### src/rtl/b64d_pkg.sv
`default_nettype none
// ---------------------------------------------------------------------------
// b64d_pkg
// Shared types, constants and the character classifier of the stream decoder.
// ---------------------------------------------------------------------------
package b64d_pkg;

    localparam int unsigned CHAR_W      = 8;
    localparam int unsigned SEXTET_W    = 6;
    localparam int unsigned ACC_W       = 18;
    localparam int unsigned TRIPLE_W    = 24;
    localparam int unsigned COUNT_W     = 2;
    localparam int unsigned OUT_TDATA_W = 32;
    localparam int unsigned QUEUE_DEPTH = 2;

    localparam logic [CHAR_W-1:0]   PAD_CHAR   = 8'h3D;
    localparam logic [SEXTET_W-1:0] SEXTET_62  = 6'd62;
    localparam logic [SEXTET_W-1:0] SEXTET_63  = 6'd63;

    localparam logic [1:0] POS_FIRST  = 2'd0;
    localparam logic [1:0] POS_SECOND = 2'd1;
    localparam logic [1:0] POS_THIRD  = 2'd2;
    localparam logic [1:0] POS_FOURTH = 2'd3;

    localparam logic [COUNT_W-1:0] CNT_NONE  = 2'd0;
    localparam logic [COUNT_W-1:0] CNT_ONE   = 2'd1;
    localparam logic [COUNT_W-1:0] CNT_TWO   = 2'd2;
    localparam logic [COUNT_W-1:0] CNT_THREE = 2'd3;

    // classified character as it travels from front to back
    typedef struct packed {
        logic [SEXTET_W-1:0] sextet;   // 0 when not in the alphabet
        logic                is_pad;
        logic                invalid;  // outside the alphabet, '=' included
        logic                last;
    } b64d_item_t;

    function automatic b64d_item_t b64d_classify(input logic [CHAR_W-1:0] ch,
                                                 input logic              last);
        b64d_item_t it;
        it.sextet  = '0;
        it.invalid = 1'b0;
        it.is_pad  = (ch == PAD_CHAR);
        it.last    = last;
        if (ch >= 8'h41 && ch <= 8'h5A) begin
            it.sextet = SEXTET_W'(ch - 8'h41);
        end
        else if (ch >= 8'h61 && ch <= 8'h7A) begin
            it.sextet = SEXTET_W'(ch - 8'h61 + 8'd26);
        end
        else if (ch >= 8'h30 && ch <= 8'h39) begin
            it.sextet = SEXTET_W'(ch - 8'h30 + 8'd52);
        end
        else if (ch == 8'h2B) begin
            it.sextet = SEXTET_62;
        end
        else if (ch == 8'h2F) begin
            it.sextet = SEXTET_63;
        end
        else begin
            it.invalid = 1'b1;
        end
        return it;
    endfunction

endpackage
`default_nettype wire

### src/rtl/b64d_front.sv
`default_nettype none
// ---------------------------------------------------------------------------
// b64d_front
// Input stage: takes one character word and registers its classification.
// ---------------------------------------------------------------------------
module b64d_front (
    input  wire logic                       clk,
    input  wire logic                       rst_n,
    input  wire logic                       s_tvalid,
    output logic                            s_tready,
    input  wire logic [7:0]                 s_tdata,   // [7:0] char_code
    input  wire logic                       s_tlast,   // last_char
    output logic                            item_valid,
    input  wire logic                       item_ready,
    output b64d_pkg::b64d_item_t            item
);
    import b64d_pkg::*;

    logic       vld_reg;
    logic       vld_next;
    b64d_item_t item_reg;
    logic       take;

    assign s_tready = !vld_reg || item_ready;
    assign take     = s_tvalid && s_tready;

    always_comb
    begin
        vld_next = vld_reg;
        if (take)
        begin
            vld_next = 1'b1;
        end
        else if (item_ready)
        begin
            vld_next = 1'b0;
        end
    end

    always_ff @(posedge clk or negedge rst_n)
    begin
        if (!rst_n)
        begin
            vld_reg <= 1'b0;
        end
        else
        begin
            vld_reg <= vld_next;
        end
    end

    always_ff @(posedge clk)
    begin
        if (take)
        begin
            item_reg <= b64d_classify(s_tdata, s_tlast);
        end
    end

    assign item_valid = vld_reg;
    assign item       = item_reg;

endmodule
`default_nettype wire

### src/rtl/b64d_queue.sv
`default_nettype none
// ---------------------------------------------------------------------------
// b64d_queue
// Small first-in first-out buffer between the front and back stages.
// ---------------------------------------------------------------------------
module b64d_queue #(
    parameter int unsigned DEPTH = b64d_pkg::QUEUE_DEPTH
) (
    input  wire logic                clk,
    input  wire logic                rst_n,
    input  wire logic                wr_valid,
    output logic                     wr_ready,
    input  wire b64d_pkg::b64d_item_t wr_item,
    output logic                     rd_valid,
    input  wire logic                rd_ready,
    output b64d_pkg::b64d_item_t     rd_item
);
    import b64d_pkg::*;

    localparam int unsigned AW = (DEPTH > 1) ? $clog2(DEPTH) : 1;
    localparam int unsigned CW = $clog2(DEPTH + 1);
    localparam logic [AW-1:0] LAST_IDX = AW'(DEPTH - 1);
    localparam logic [CW-1:0] FULL_CNT = CW'(DEPTH);

    b64d_item_t    mem [DEPTH];
    logic [AW-1:0] wr_ptr_reg;
    logic [AW-1:0] wr_ptr_next;
    logic [AW-1:0] rd_ptr_reg;
    logic [AW-1:0] rd_ptr_next;
    logic [CW-1:0] cnt_reg;
    logic [CW-1:0] cnt_next;
    logic          push;
    logic          pop;

    assign wr_ready = (cnt_reg != FULL_CNT);
    assign rd_valid = (cnt_reg != '0);
    assign push     = wr_valid && wr_ready;
    assign pop      = rd_valid && rd_ready;
    assign rd_item  = mem[rd_ptr_reg];

    always_comb
    begin
        wr_ptr_next = wr_ptr_reg;
        rd_ptr_next = rd_ptr_reg;
        cnt_next    = cnt_reg;
        if (push)
        begin
            wr_ptr_next = (wr_ptr_reg == LAST_IDX) ? '0 : wr_ptr_reg + 1'b1;
        end
        if (pop)
        begin
            rd_ptr_next = (rd_ptr_reg == LAST_IDX) ? '0 : rd_ptr_reg + 1'b1;
        end
        if (push && !pop)
        begin
            cnt_next = cnt_reg + 1'b1;
        end
        else if (pop && !push)
        begin
            cnt_next = cnt_reg - 1'b1;
        end
    end

    always_ff @(posedge clk or negedge rst_n)
    begin
        if (!rst_n)
        begin
            wr_ptr_reg <= '0;
            rd_ptr_reg <= '0;
            cnt_reg    <= '0;
        end
        else
        begin
            wr_ptr_reg <= wr_ptr_next;
            rd_ptr_reg <= rd_ptr_next;
            cnt_reg    <= cnt_next;
        end
    end

    always_ff @(posedge clk)
    begin
        if (push)
        begin
            mem[wr_ptr_reg] <= wr_item;
        end
    end

endmodule
`default_nettype wire

### src/rtl/b64d_back.sv
`default_nettype none
// ---------------------------------------------------------------------------
// b64d_back
// Quad assembly, padding and error tracking, with the registered output word.
// ---------------------------------------------------------------------------
module b64d_back (
    input  wire logic                 clk,
    input  wire logic                 rst_n,
    input  wire logic                 item_valid,
    output logic                      item_ready,
    input  wire b64d_pkg::b64d_item_t item,
    output logic                      m_tvalid,
    input  wire logic                 m_tready,
    output logic [31:0]               m_tdata,
    output logic                      m_tlast,
    output logic [0:0]                m_tuser
);
    import b64d_pkg::*;

    logic [1:0]          pos_reg,  pos_next;
    logic [ACC_W-1:0]    acc_reg,  acc_next;
    logic                pat_reg,  pat_next;
    logic                pqd_reg,  pqd_next;
    logic                err_reg,  err_next;

    logic                ovld_reg, ovld_next;
    logic [TRIPLE_W-1:0] obytes_reg, obytes_next;
    logic [COUNT_W-1:0]  ocnt_reg, ocnt_next;
    logic                olast_reg, olast_next;
    logic                oerr_reg, oerr_next;

    logic                pop;
    logic [1:0]          pos_inc;
    logic [SEXTET_W-1:0] v;
    logic [COUNT_W-1:0]  cnt;
    logic [TRIPLE_W-1:0] triple;

    assign item_ready = !ovld_reg || m_tready;
    assign pop        = item_valid && item_ready;
    assign pos_inc    = pos_reg + 1'b1;

    always_comb
    begin
        pos_next    = pos_reg;
        acc_next    = acc_reg;
        pat_next    = pat_reg;
        pqd_next    = pqd_reg;
        err_next    = err_reg;
        ovld_next   = ovld_reg && !m_tready;
        obytes_next = obytes_reg;
        ocnt_next   = ocnt_reg;
        olast_next  = olast_reg;
        oerr_next   = oerr_reg;
        v           = item.sextet;
        cnt         = CNT_NONE;
        triple      = '0;

        if (pop)
        begin
            // any character after a padded quad is an error
            err_next = err_reg || pqd_reg;
            unique case (pos_reg)
                POS_FIRST, POS_SECOND:
                begin
                    if (item.invalid)
                    begin
                        err_next = 1'b1;
                    end
                    acc_next = {acc_reg[ACC_W-SEXTET_W-1:0], v};
                end
                POS_THIRD:
                begin
                    if (item.is_pad)
                    begin
                        pat_next = 1'b1;
                    end
                    else if (item.invalid)
                    begin
                        err_next = 1'b1;
                    end
                    acc_next = {acc_reg[ACC_W-SEXTET_W-1:0], v};
                end
                POS_FOURTH:
                begin
                    if (pat_reg)
                    begin
                        if (!item.is_pad)
                        begin
                            err_next = 1'b1;
                        end
                        cnt      = CNT_ONE;
                        pqd_next = 1'b1;
                        v        = '0;
                    end
                    else if (item.is_pad)
                    begin
                        cnt      = CNT_TWO;
                        pqd_next = 1'b1;
                    end
                    else if (item.invalid)
                    begin
                        err_next = 1'b1;
                    end
                    else
                    begin
                        cnt = CNT_THREE;
                    end
                    triple   = {acc_reg, v};
                    acc_next = '0;
                    pat_next = 1'b0;
                end
                default:
                begin
                    acc_next = acc_reg;
                end
            endcase
            pos_next = pos_inc;

            // message ending inside a quad
            if (item.last && pos_inc != POS_FIRST)
            begin
                err_next = 1'b1;
            end
            if (err_next)
            begin
                cnt = CNT_NONE;
            end

            ovld_next   = 1'b1;
            ocnt_next   = cnt;
            olast_next  = item.last;
            oerr_next   = item.last && err_next;
            obytes_next[7:0]   = (cnt >= CNT_ONE)   ? triple[23:16] : 8'h00;
            obytes_next[15:8]  = (cnt >= CNT_TWO)   ? triple[15:8]  : 8'h00;
            obytes_next[23:16] = (cnt >= CNT_THREE) ? triple[7:0]   : 8'h00;

            if (item.last)
            begin
                pos_next = POS_FIRST;
                acc_next = '0;
                pat_next = 1'b0;
                pqd_next = 1'b0;
                err_next = 1'b0;
            end
        end
    end

    always_ff @(posedge clk or negedge rst_n)
    begin
        if (!rst_n)
        begin
            pos_reg  <= POS_FIRST;
            acc_reg  <= '0;
            pat_reg  <= 1'b0;
            pqd_reg  <= 1'b0;
            err_reg  <= 1'b0;
            ovld_reg <= 1'b0;
        end
        else
        begin
            pos_reg  <= pos_next;
            acc_reg  <= acc_next;
            pat_reg  <= pat_next;
            pqd_reg  <= pqd_next;
            err_reg  <= err_next;
            ovld_reg <= ovld_next;
        end
    end

    always_ff @(posedge clk)
    begin
        obytes_reg <= obytes_next;
        ocnt_reg   <= ocnt_next;
        olast_reg  <= olast_next;
        oerr_reg   <= oerr_next;
    end

    assign m_tvalid = ovld_reg;
    assign m_tdata  = {{(OUT_TDATA_W - TRIPLE_W - COUNT_W){1'b0}}, ocnt_reg, obytes_reg};
    assign m_tlast  = olast_reg;
    assign m_tuser  = oerr_reg;

`ifndef SYNTH
    a_err_only_at_end: assert property (@(posedge clk) disable iff (!rst_n)
        ovld_reg && !olast_reg |-> !oerr_reg)
        else $error("error flag on a word that does not close the message");

    a_no_bytes_on_err: assert property (@(posedge clk) disable iff (!rst_n)
        ovld_reg && oerr_reg |-> ocnt_reg == CNT_NONE)
        else $error("bytes reported on a malformed message");

    a_state_cleared: assert property (@(posedge clk) disable iff (!rst_n)
        pop && item.last |=> pos_reg == POS_FIRST && !err_reg && !pqd_reg && !pat_reg)
        else $error("decoder state not cleared after message end");
`endif

endmodule
`default_nettype wire

### src/rtl/base64_stream_decoder_core.sv
`default_nettype none
// ---------------------------------------------------------------------------
// base64_stream_decoder_core
// Base64 character stream to decoded byte groups, one result word per input.
// ---------------------------------------------------------------------------
// path: an accepted character word passes the front register, the queue and
// the output register before its result word is valid
// throughput: one character word per cycle while m_tready is high; input and
// output stall apart through the queue and the output register
// reset: asynchronous active-low rst_n clears the queue, quad position,
// padding and error flags; the first word after reset starts a new message
module base64_stream_decoder_core #(
    parameter int unsigned QUEUE_DEPTH = b64d_pkg::QUEUE_DEPTH
) (
    input  wire logic        clk,
    input  wire logic        rst_n,
    input  wire logic        s_tvalid,
    output logic             s_tready,
    input  wire logic [7:0]  s_tdata,   // [7:0] char_code
    input  wire logic        s_tlast,   // last_char
    output logic             m_tvalid,
    input  wire logic        m_tready,
    output logic [31:0]      m_tdata,   // [7:0] byte0, [15:8] byte1, [23:16] byte2,
                                        // [25:24] byte_count, [31:26] zero
    output logic             m_tlast,   // msg_end
    output logic [0:0]       m_tuser    // [0] msg_error
);
    import b64d_pkg::*;

    logic       f_valid;
    logic       f_ready;
    b64d_item_t f_item;
    logic       q_valid;
    logic       q_ready;
    b64d_item_t q_item;

    b64d_front u_front (
        .clk        (clk),
        .rst_n      (rst_n),
        .s_tvalid   (s_tvalid),
        .s_tready   (s_tready),
        .s_tdata    (s_tdata),
        .s_tlast    (s_tlast),
        .item_valid (f_valid),
        .item_ready (f_ready),
        .item       (f_item)
    );

    b64d_queue #(
        .DEPTH (QUEUE_DEPTH)
    ) u_queue (
        .clk      (clk),
        .rst_n    (rst_n),
        .wr_valid (f_valid),
        .wr_ready (f_ready),
        .wr_item  (f_item),
        .rd_valid (q_valid),
        .rd_ready (q_ready),
        .rd_item  (q_item)
    );

    b64d_back u_back (
        .clk        (clk),
        .rst_n      (rst_n),
        .item_valid (q_valid),
        .item_ready (q_ready),
        .item       (q_item),
        .m_tvalid   (m_tvalid),
        .m_tready   (m_tready),
        .m_tdata    (m_tdata),
        .m_tlast    (m_tlast),
        .m_tuser    (m_tuser)
    );

endmodule
`default_nettype wire
### config.mk
export PLATFORM = sky130hd
export DESIGN_NAME = base64_stream_decoder_core
export DESIGN_NICKNAME = d
export VERILOG_FILES = /design/src/rtl/b64d_pkg.sv /design/src/rtl/b64d_front.sv /design/src/rtl/b64d_queue.sv /design/src/rtl/b64d_back.sv /design/src/rtl/base64_stream_decoder_core.sv
export SDC_FILE = /design/constraint.sdc
export NUM_CORES = 1
export LEC_CHECK = 0
export BUFFER_PORTS_ARGS = -buffer_cell sky130_fd_sc_hd__buf_2
export CAP_MARGIN = 20
export CORE_ASPECT_RATIO = 0.6
export CORE_MARGIN = 2
export CORE_UTILIZATION = 62
export CTS_CLUSTER_DIAMETER = 120
export DETAILED_ROUTE_END_ITERATION = 8
export GPL_TIMING_DRIVEN = 0
export PLACE_DENSITY_LB_ADDON = 0.15
export RECOVER_POWER = 25
export SYNTH_ARGS = -nofsm -noshare
export SYNTH_HDL_FRONTEND = slang
export SYNTH_SLANG_ARGS = --single-unit
### constraint.sdc
create_clock -name clk -period 6.75 [get_ports clk]
set_input_delay 1.0125 -clock clk [delete_from_list [all_inputs] [get_ports clk]]
set_output_delay 1.0125 -clock clk [all_outputs]
set_load 0.05 [all_outputs]
# Word level (Yosys, flattened, before mapping)
# Memory sizes are Yosys's and may differ from the RTL's.
# Cells that the tools add are included.
[totals]
ff_bits = 66
ram_bits = 18
in_bits = 13
mem_count = 1
output_inout_bits = 36
[memory_table]
columns = ["memory", "words", "word_bits", "rd", "rd_clocked_by_memory_dff", "wr", "line_no", "rtl"]
rows = [
  ["u_queue.mem", 2, 9, 1, 0, 1, "b64d_queue.sv:25", "b64d_item_t mem [DEPTH];"],
]
[classes]
order_cmp = 9
eq_ne = 8
reduce_logical = 36
bitwise = 2
add_sub_neg = 10
muxes = 38
[op_table]
columns = ["operator", "count"]
rows = [
  ["one-hot mux 18 bit (2 select lines)", 1],
  ["two-way mux 6 bit", 5],
  ["equality test 8 x 6 -> 1 bit, second input constant", 3],
  ["two-way mux 1 bit", 20],
  ["two-way mux 18 bit", 1],
  ["two-way mux 2 bit", 9],
  [">= comparator 8 x 7 -> 1 bit, second input constant", 2],
  ["<= comparator 8 x 7 -> 1 bit, second input constant", 2],
  ["subtractor 6 bit, second input constant", 2],
  ["logical AND 1 bit", 11],
  ["nonzero test 2 bit", 5],
  [">= comparator 8 x 6 -> 1 bit, second input constant", 1],
  ["<= comparator 8 x 6 -> 1 bit, second input constant", 1],
  ["adder 6 x 5 -> 6 bit, second input constant", 1],
  ["adder 6 bit, second input constant", 1],
  ["AND reduction 2 bit", 3],
  ["AND reduction 3 bit", 2],
  ["nonzero test 3 bit", 2],
  ["OR reduction 3 bit", 2],
  ["subtractor 6 x 1 -> 6 bit, second input constant", 1],
  ["zero test 1 bit", 5],
  ["adder 2 x 1 -> 2 bit, second input constant", 2],
  ["equality test 2 bit, second input constant", 2],
  [">= comparator 2 bit, second input constant", 2],
  ["other kinds (13)", 17],
]

# Logic depth before layout (Yosys ltp)
[depth]
ltp_word = 12
ltp_mapped = 7
ltp_nobuf = 7

# Modules after synthesis
# A second synthesis with hierarchy kept.
[unflattened]
cells_unflattened = 318
hier_area_um2 = 3965.1
[by_module_without_submodules]
columns = ["mod", "area_each_um2", "instances", "cells_per_inst", "seq_area_each_um2"]
rows = [
  ["b64d_back", 2233.4, 1, 186, 1441.4],
  ["b64d_front", 870.8, 1, 86, 295.3],
  ["b64d_queue", 860.8, 1, 46, 640.6],
]

# Worst setup path before layout
# OpenSTA, ideal clock, no wires.
[synth_timing]
kind = "input -> register"
startpoint = "in m_tready"
endpoint = "reg u_back.pqd_reg"
arrival_time_ps = 2429
path_stages = 5
slack_ps = 4166
n_path_buf = 0
cell_sequence = "nand2b_1 nand2_1 clkinv_1 a31oi_1 a21oi_1"
[synth_between]
elab_chain_cells = 3
[synth_rtl]
columns = ["element", "line_no", "rtl"]
rows = [
  ["start: declaration", "base64_stream_decoder_core.sv:22", "input wire logic m_tready,"],
  ["logical OR 1 bit", "b64d_back.sv:38", "assign item_ready = !ovld_reg || m_tready;"],
  ["logical AND 1 bit", "b64d_back.sv:39", "assign pop = item_valid && item_ready;"],
  ["via u_back.pop", "b64d_back.sv:32", "logic pop;"],
  ["AND reduction 3 bit (no source line)", "-", ""],
  ["end signal: assignment", "b64d_back.sv:164", "pqd_reg <= pqd_next;"],
  ["end: declaration", "b64d_back.sv:23", "logic pqd_reg, pqd_next;"],
]
# The timed path passes the listed nets, and every way through them passes these cells.
# A chain may end at the register's enable or synchronous reset.

# Final worst setup path
[layout_timing]
startpoint = "in s_tdata[2]"
endpoint = "reg u_front.item_reg, in the netlist u_front.item[1] (data pin)"
[layout_between]
elab_chain_cells = 3
elab_cells_between_ends = 13
[layout_rtl]
columns = ["element", "line_no", "rtl"]
rows = [
  ["start: declaration", "base64_stream_decoder_core.sv:19", "input wire logic [7:0] s_tdata,"],
  [">= comparator 8 x 6 -> 1 bit, or another cell as far along", "b64d_pkg.sv:51", "else if (ch >= 8'h30 && ch <= 8'h39) begin"],
  ["logical AND 1 bit, on equally long branches", "b64d_pkg.sv:51, b64d_pkg.sv:45, b64d_pkg.sv:48", ""],
  ["OR reduction 4 bit (no source line)", "-", ""],
  ["end signal: assignment", "b64d_front.sv:56", "item_reg <= b64d_classify(s_tdata, s_tlast);"],
  ["end: declaration", "b64d_front.sv:21", "b64d_item_t item_reg;"],
]
# Parallel ways exist; a longest one is shown, timed or not.

==> load_flow_metrics.sql <==
INSERT INTO impl_metrics (metric_group, metric, value, unit) VALUES
('run_status', 'status', 'finished, violations left', ''),
('run_status', 'violations', 'max-capacitance violations, max-slew violations', ''),
('synthesis', 'synth_top_cell_by_area', 'edfxtp_1', ''),
('floorplan', 'die_x', '105', 'microns'),
('synthesis', 'seq_area_frac_synth', '0.623', ''),
('setup_path', 'critical_path.startpoint', 's_tdata[2]', ''),
('timing', 'period_minus_slack', '2400', 'ps'),
('finish', 'multi_input_gate_area', '1300', 'sq um'),
('floorplan', 'die_y', '64.8', 'microns'),
('clocking', 'clkTransAtPathRegs', '90', 'ps'),
('setup_path', 'slowest_delay', '280', 'ps'),
('route', 'wirelength_met1', '3.49', 'mm'),
('clocking', 'cts_htree_levels', '3', ''),
('synthesis', 'synth_top_cells_by_area', 'edfxtp_1, dfrtp_1, ha_1, and2_1, a22o_1', ''),
('timing', 'final_min_period_over_clock_period', '0.355', ''),
('global_route', 'grt_first_pass_wirelength', '11.9', 'mm'),
('synthesis', 'ys_types', '55', ''),
('clocking', 'tritoncts.num_buffers', '9', ''),
('finish', 'antenna_cells_inserted', '0', ''),
('route', 'met2RoutedLength', '2.93', 'mm'),
('finish', 'area_growth_syn_to_layout', '14.6', '%'),
('global_route', 'maximum_number_of_pins_on_one_net_before_global_route_repair', '30', ''),
('floorplan', 'initial_utilization', '0.633', ''),
('timing', 'rsz0062_at_grt', 'no', ''),
('setup_path', 'cp_slowest_cell', 'ha_1', ''),
('place', 'gp_routability_congestion', '0.864', ''),
('flow_run', 'max_cap_violations', '1', ''),
('clocking', 'cts_resized', '0', ''),
('finish', 'fin_nets', '369', ''),
('route', 'vias', '2452', ''),
('finish', 'post-route-util', '0.725', ''),
('clocking', 'tritoncts_clock_tree', 'built', ''),
('floorplan', 'placeableCoreArea', '6030', 'sq um'),
('global_route', 'antenna_found_initial', '0', ''),
('route', 'post_drt_wl_per_cell', '16.2', 'microns'),
('synthesis', 'post_synth_instance_area', '3810', 'sq um'),
('route', 'route.final.wire_length', '7.01', 'mm'),
('finish', 'area.sequential', '2380', 'sq um'),
('clocking', 'max-clock-path-buffers', '2', ''),
('finish', 'layout.cell_area.non_filler', '4370', 'sq um'),
('worst_hold_path', 'min-delay-path-class', 'reg -> reg', ''),
('setup_path', 'crit_chain', 'buf_2, inv_1, ha_1, and4bb_2, a211oi_2, and2_2, a31oi_1', ''),
('setup_path', 'worstSetupEndpoint', 'u_front.item[1]', ''),
('clocking', 'cts.hold.buffers_added', '0', ''),
('synthesis', 'synthArstFlopShare', '0.345', ''),
('timing', 'finalSetupTns', '0', 'ps'),
('timing', 'worst_slew_pin_slew', '1590', 'ps'),
('clocking', 'cts.root.buffer_cell', 'clkbuf_8', ''),
('place', 'portBuffers', '41', ''),
('setup_path', 'crit_arrival', '2470', 'ps'),
('clocking', 'post-cts-setup-buffers', '0', ''),
('clocking', 'clk-insertion-delay-late', '350', 'ps'),
('timing', 'clock.fmax', '417', 'MHz'),
('finish', 'drive_gt1_frac', '0.275', ''),
('route', 'wl_met3', '531', 'microns'),
('worst_hold_path', 'worst_hold_startpoint', 'u_front.item[8]', ''),
('global_route', 'grt.total_usage', '0.231', ''),
('timing', 'hold_violations', '0', ''),
('setup_path', 'critPathCaptureType', 'flip-flop', ''),
('synthesis', 'postSynthRegisterBits', '84', ''),
('synthesis', 'synth_top_area_frac', '0.433', ''),
('route', 'drc_errors', '0', ''),
('synthesis', 'synthFlopType', 'edfxtp_1', ''),
('power', 'vdd_drop_max', '0.243', 'mV'),
('route', 'via_per_inst', '5.66', ''),
('finish', 'fill_cells', '418', ''),
('route', 'top_layer_used', 'met4', ''),
('setup_path', 'worst_r2r_path_depth', '6', ''),
('timing', 'report.final.slew_viol_count', '30', ''),
('clocking', 'cts.sink_count', '84', ''),
('setup_path', 'path_max_fanout', '10', '');
-- layer usage --
layer / up-vias / GRT usage
met5: - / 0
met4: 0 / 0.0667
met3: 7 / 0.0684
met2: 96 / 0.319
met1: 1203 / 0.357
li1: 1146 / -
-- worst min path at each step --
| stage | depth (start not counted) | to |
|---|---|---|
| CTS | 0 | u_queue.mem[0][0] |
| detailed placement | 0 | u_queue.mem[0][0] |
| floorplan | 0 | u_queue.mem[0][0] |
| global placement | 0 | u_queue.mem[0][0] |
| finish | 0 | u_queue.mem[0][8] |
| global route | 0 | u_queue.mem[0][7] |
-- metrics by stage --
step | setup WS, ps | hold slack [ps]
after floorplan | 4170 | 421
after global placement | 3650 | 423
after detailed placement | 4050 | 432
after CTS | 4420 | 452
after global routing | 4200 | 468
final | 4350 | 446
-- cell type report --
class / instances / area share
clock inverters: 5 / 0.0137
plain buffers: 15 / 0.0240
clock buffers: 11 / 0.0323
well taps: 84 / 0.0240
repair buffers: 42 / 0.0529
inverters: 14 / 0.0120
flip-flops and latches: 84 / 0.544
multi-input cells: 178 / 0.297
-- cell usage after synthesis, types with 2 or more instances --
library cell and n:
a211oi_1 2, a211oi_2 2, a21oi_1 2, a22o_1 12, a31oi_1 4, and2_1 18
buf_2 6, buf_4 7, buf_6 2, dfrtp_1 29, edfxtp_1 55, ha_1 12
inv_1 12, mux2_2 2, mux2i_1 8, mux2i_4 2, nand2_1 17, nand2b_1 4
nand3_1 7, nand3b_1 3, nor2_1 9, nor2_2 7, nor2b_1 3, nor3_2 2
nor4_1 2, o2111ai_1 2, o211ai_1 3, o21ai_0 6, o21ai_1 7, o22ai_1 3
o2bb2ai_1 3, or3_1 4, xnor2_1 5, xor2_1 3
-- worst max-delay path: cells and delay by family --
kind            cells  cell delay, ps
compound gates      2             300
fa+ha+maj           1             280
buf+inv             2             340
simple gates        2             530
-- cell families after synthesis --
family / after synthesis / synth area share
buf+inv: 29 / 0.0413
xor+xnor: 8 / 0.0184
mux: 13 / 0.0423
flops: 84 / 0.623
simple gates: 87 / 0.133
other cells: 1 / 0.000983
fa+ha+maj: 12 / 0.0394
compound gates: 52 / 0.101
-- power breakdown --
part | internal, mW | total, mW | switching [mW] | leakage [nW]
registers | 0.751 | 0.833 | 0.0820 | 0.916
logic | 0.215 | 0.721 | 0.506 | 0.806
clock network | 0.183 | 0.356 | 0.174 | 0.0999
total | 1.15 | 1.91 | 0.762 | 1.82
-- cell usage in the layout (no fill, tap or decap), drive strengths merged, types with 13 or more instances in the layout --
cell type | Yosys | layout
inv | 13 | 14
dfrtp | 29 | 29
edfxtp | 55 | 55
and2 | 19 | 19
o21ai | 13 | 13
nand2 | 18 | 18
buf | 15 | 56
nor2 | 17 | 17
Power figures use the tool's default switching activity.
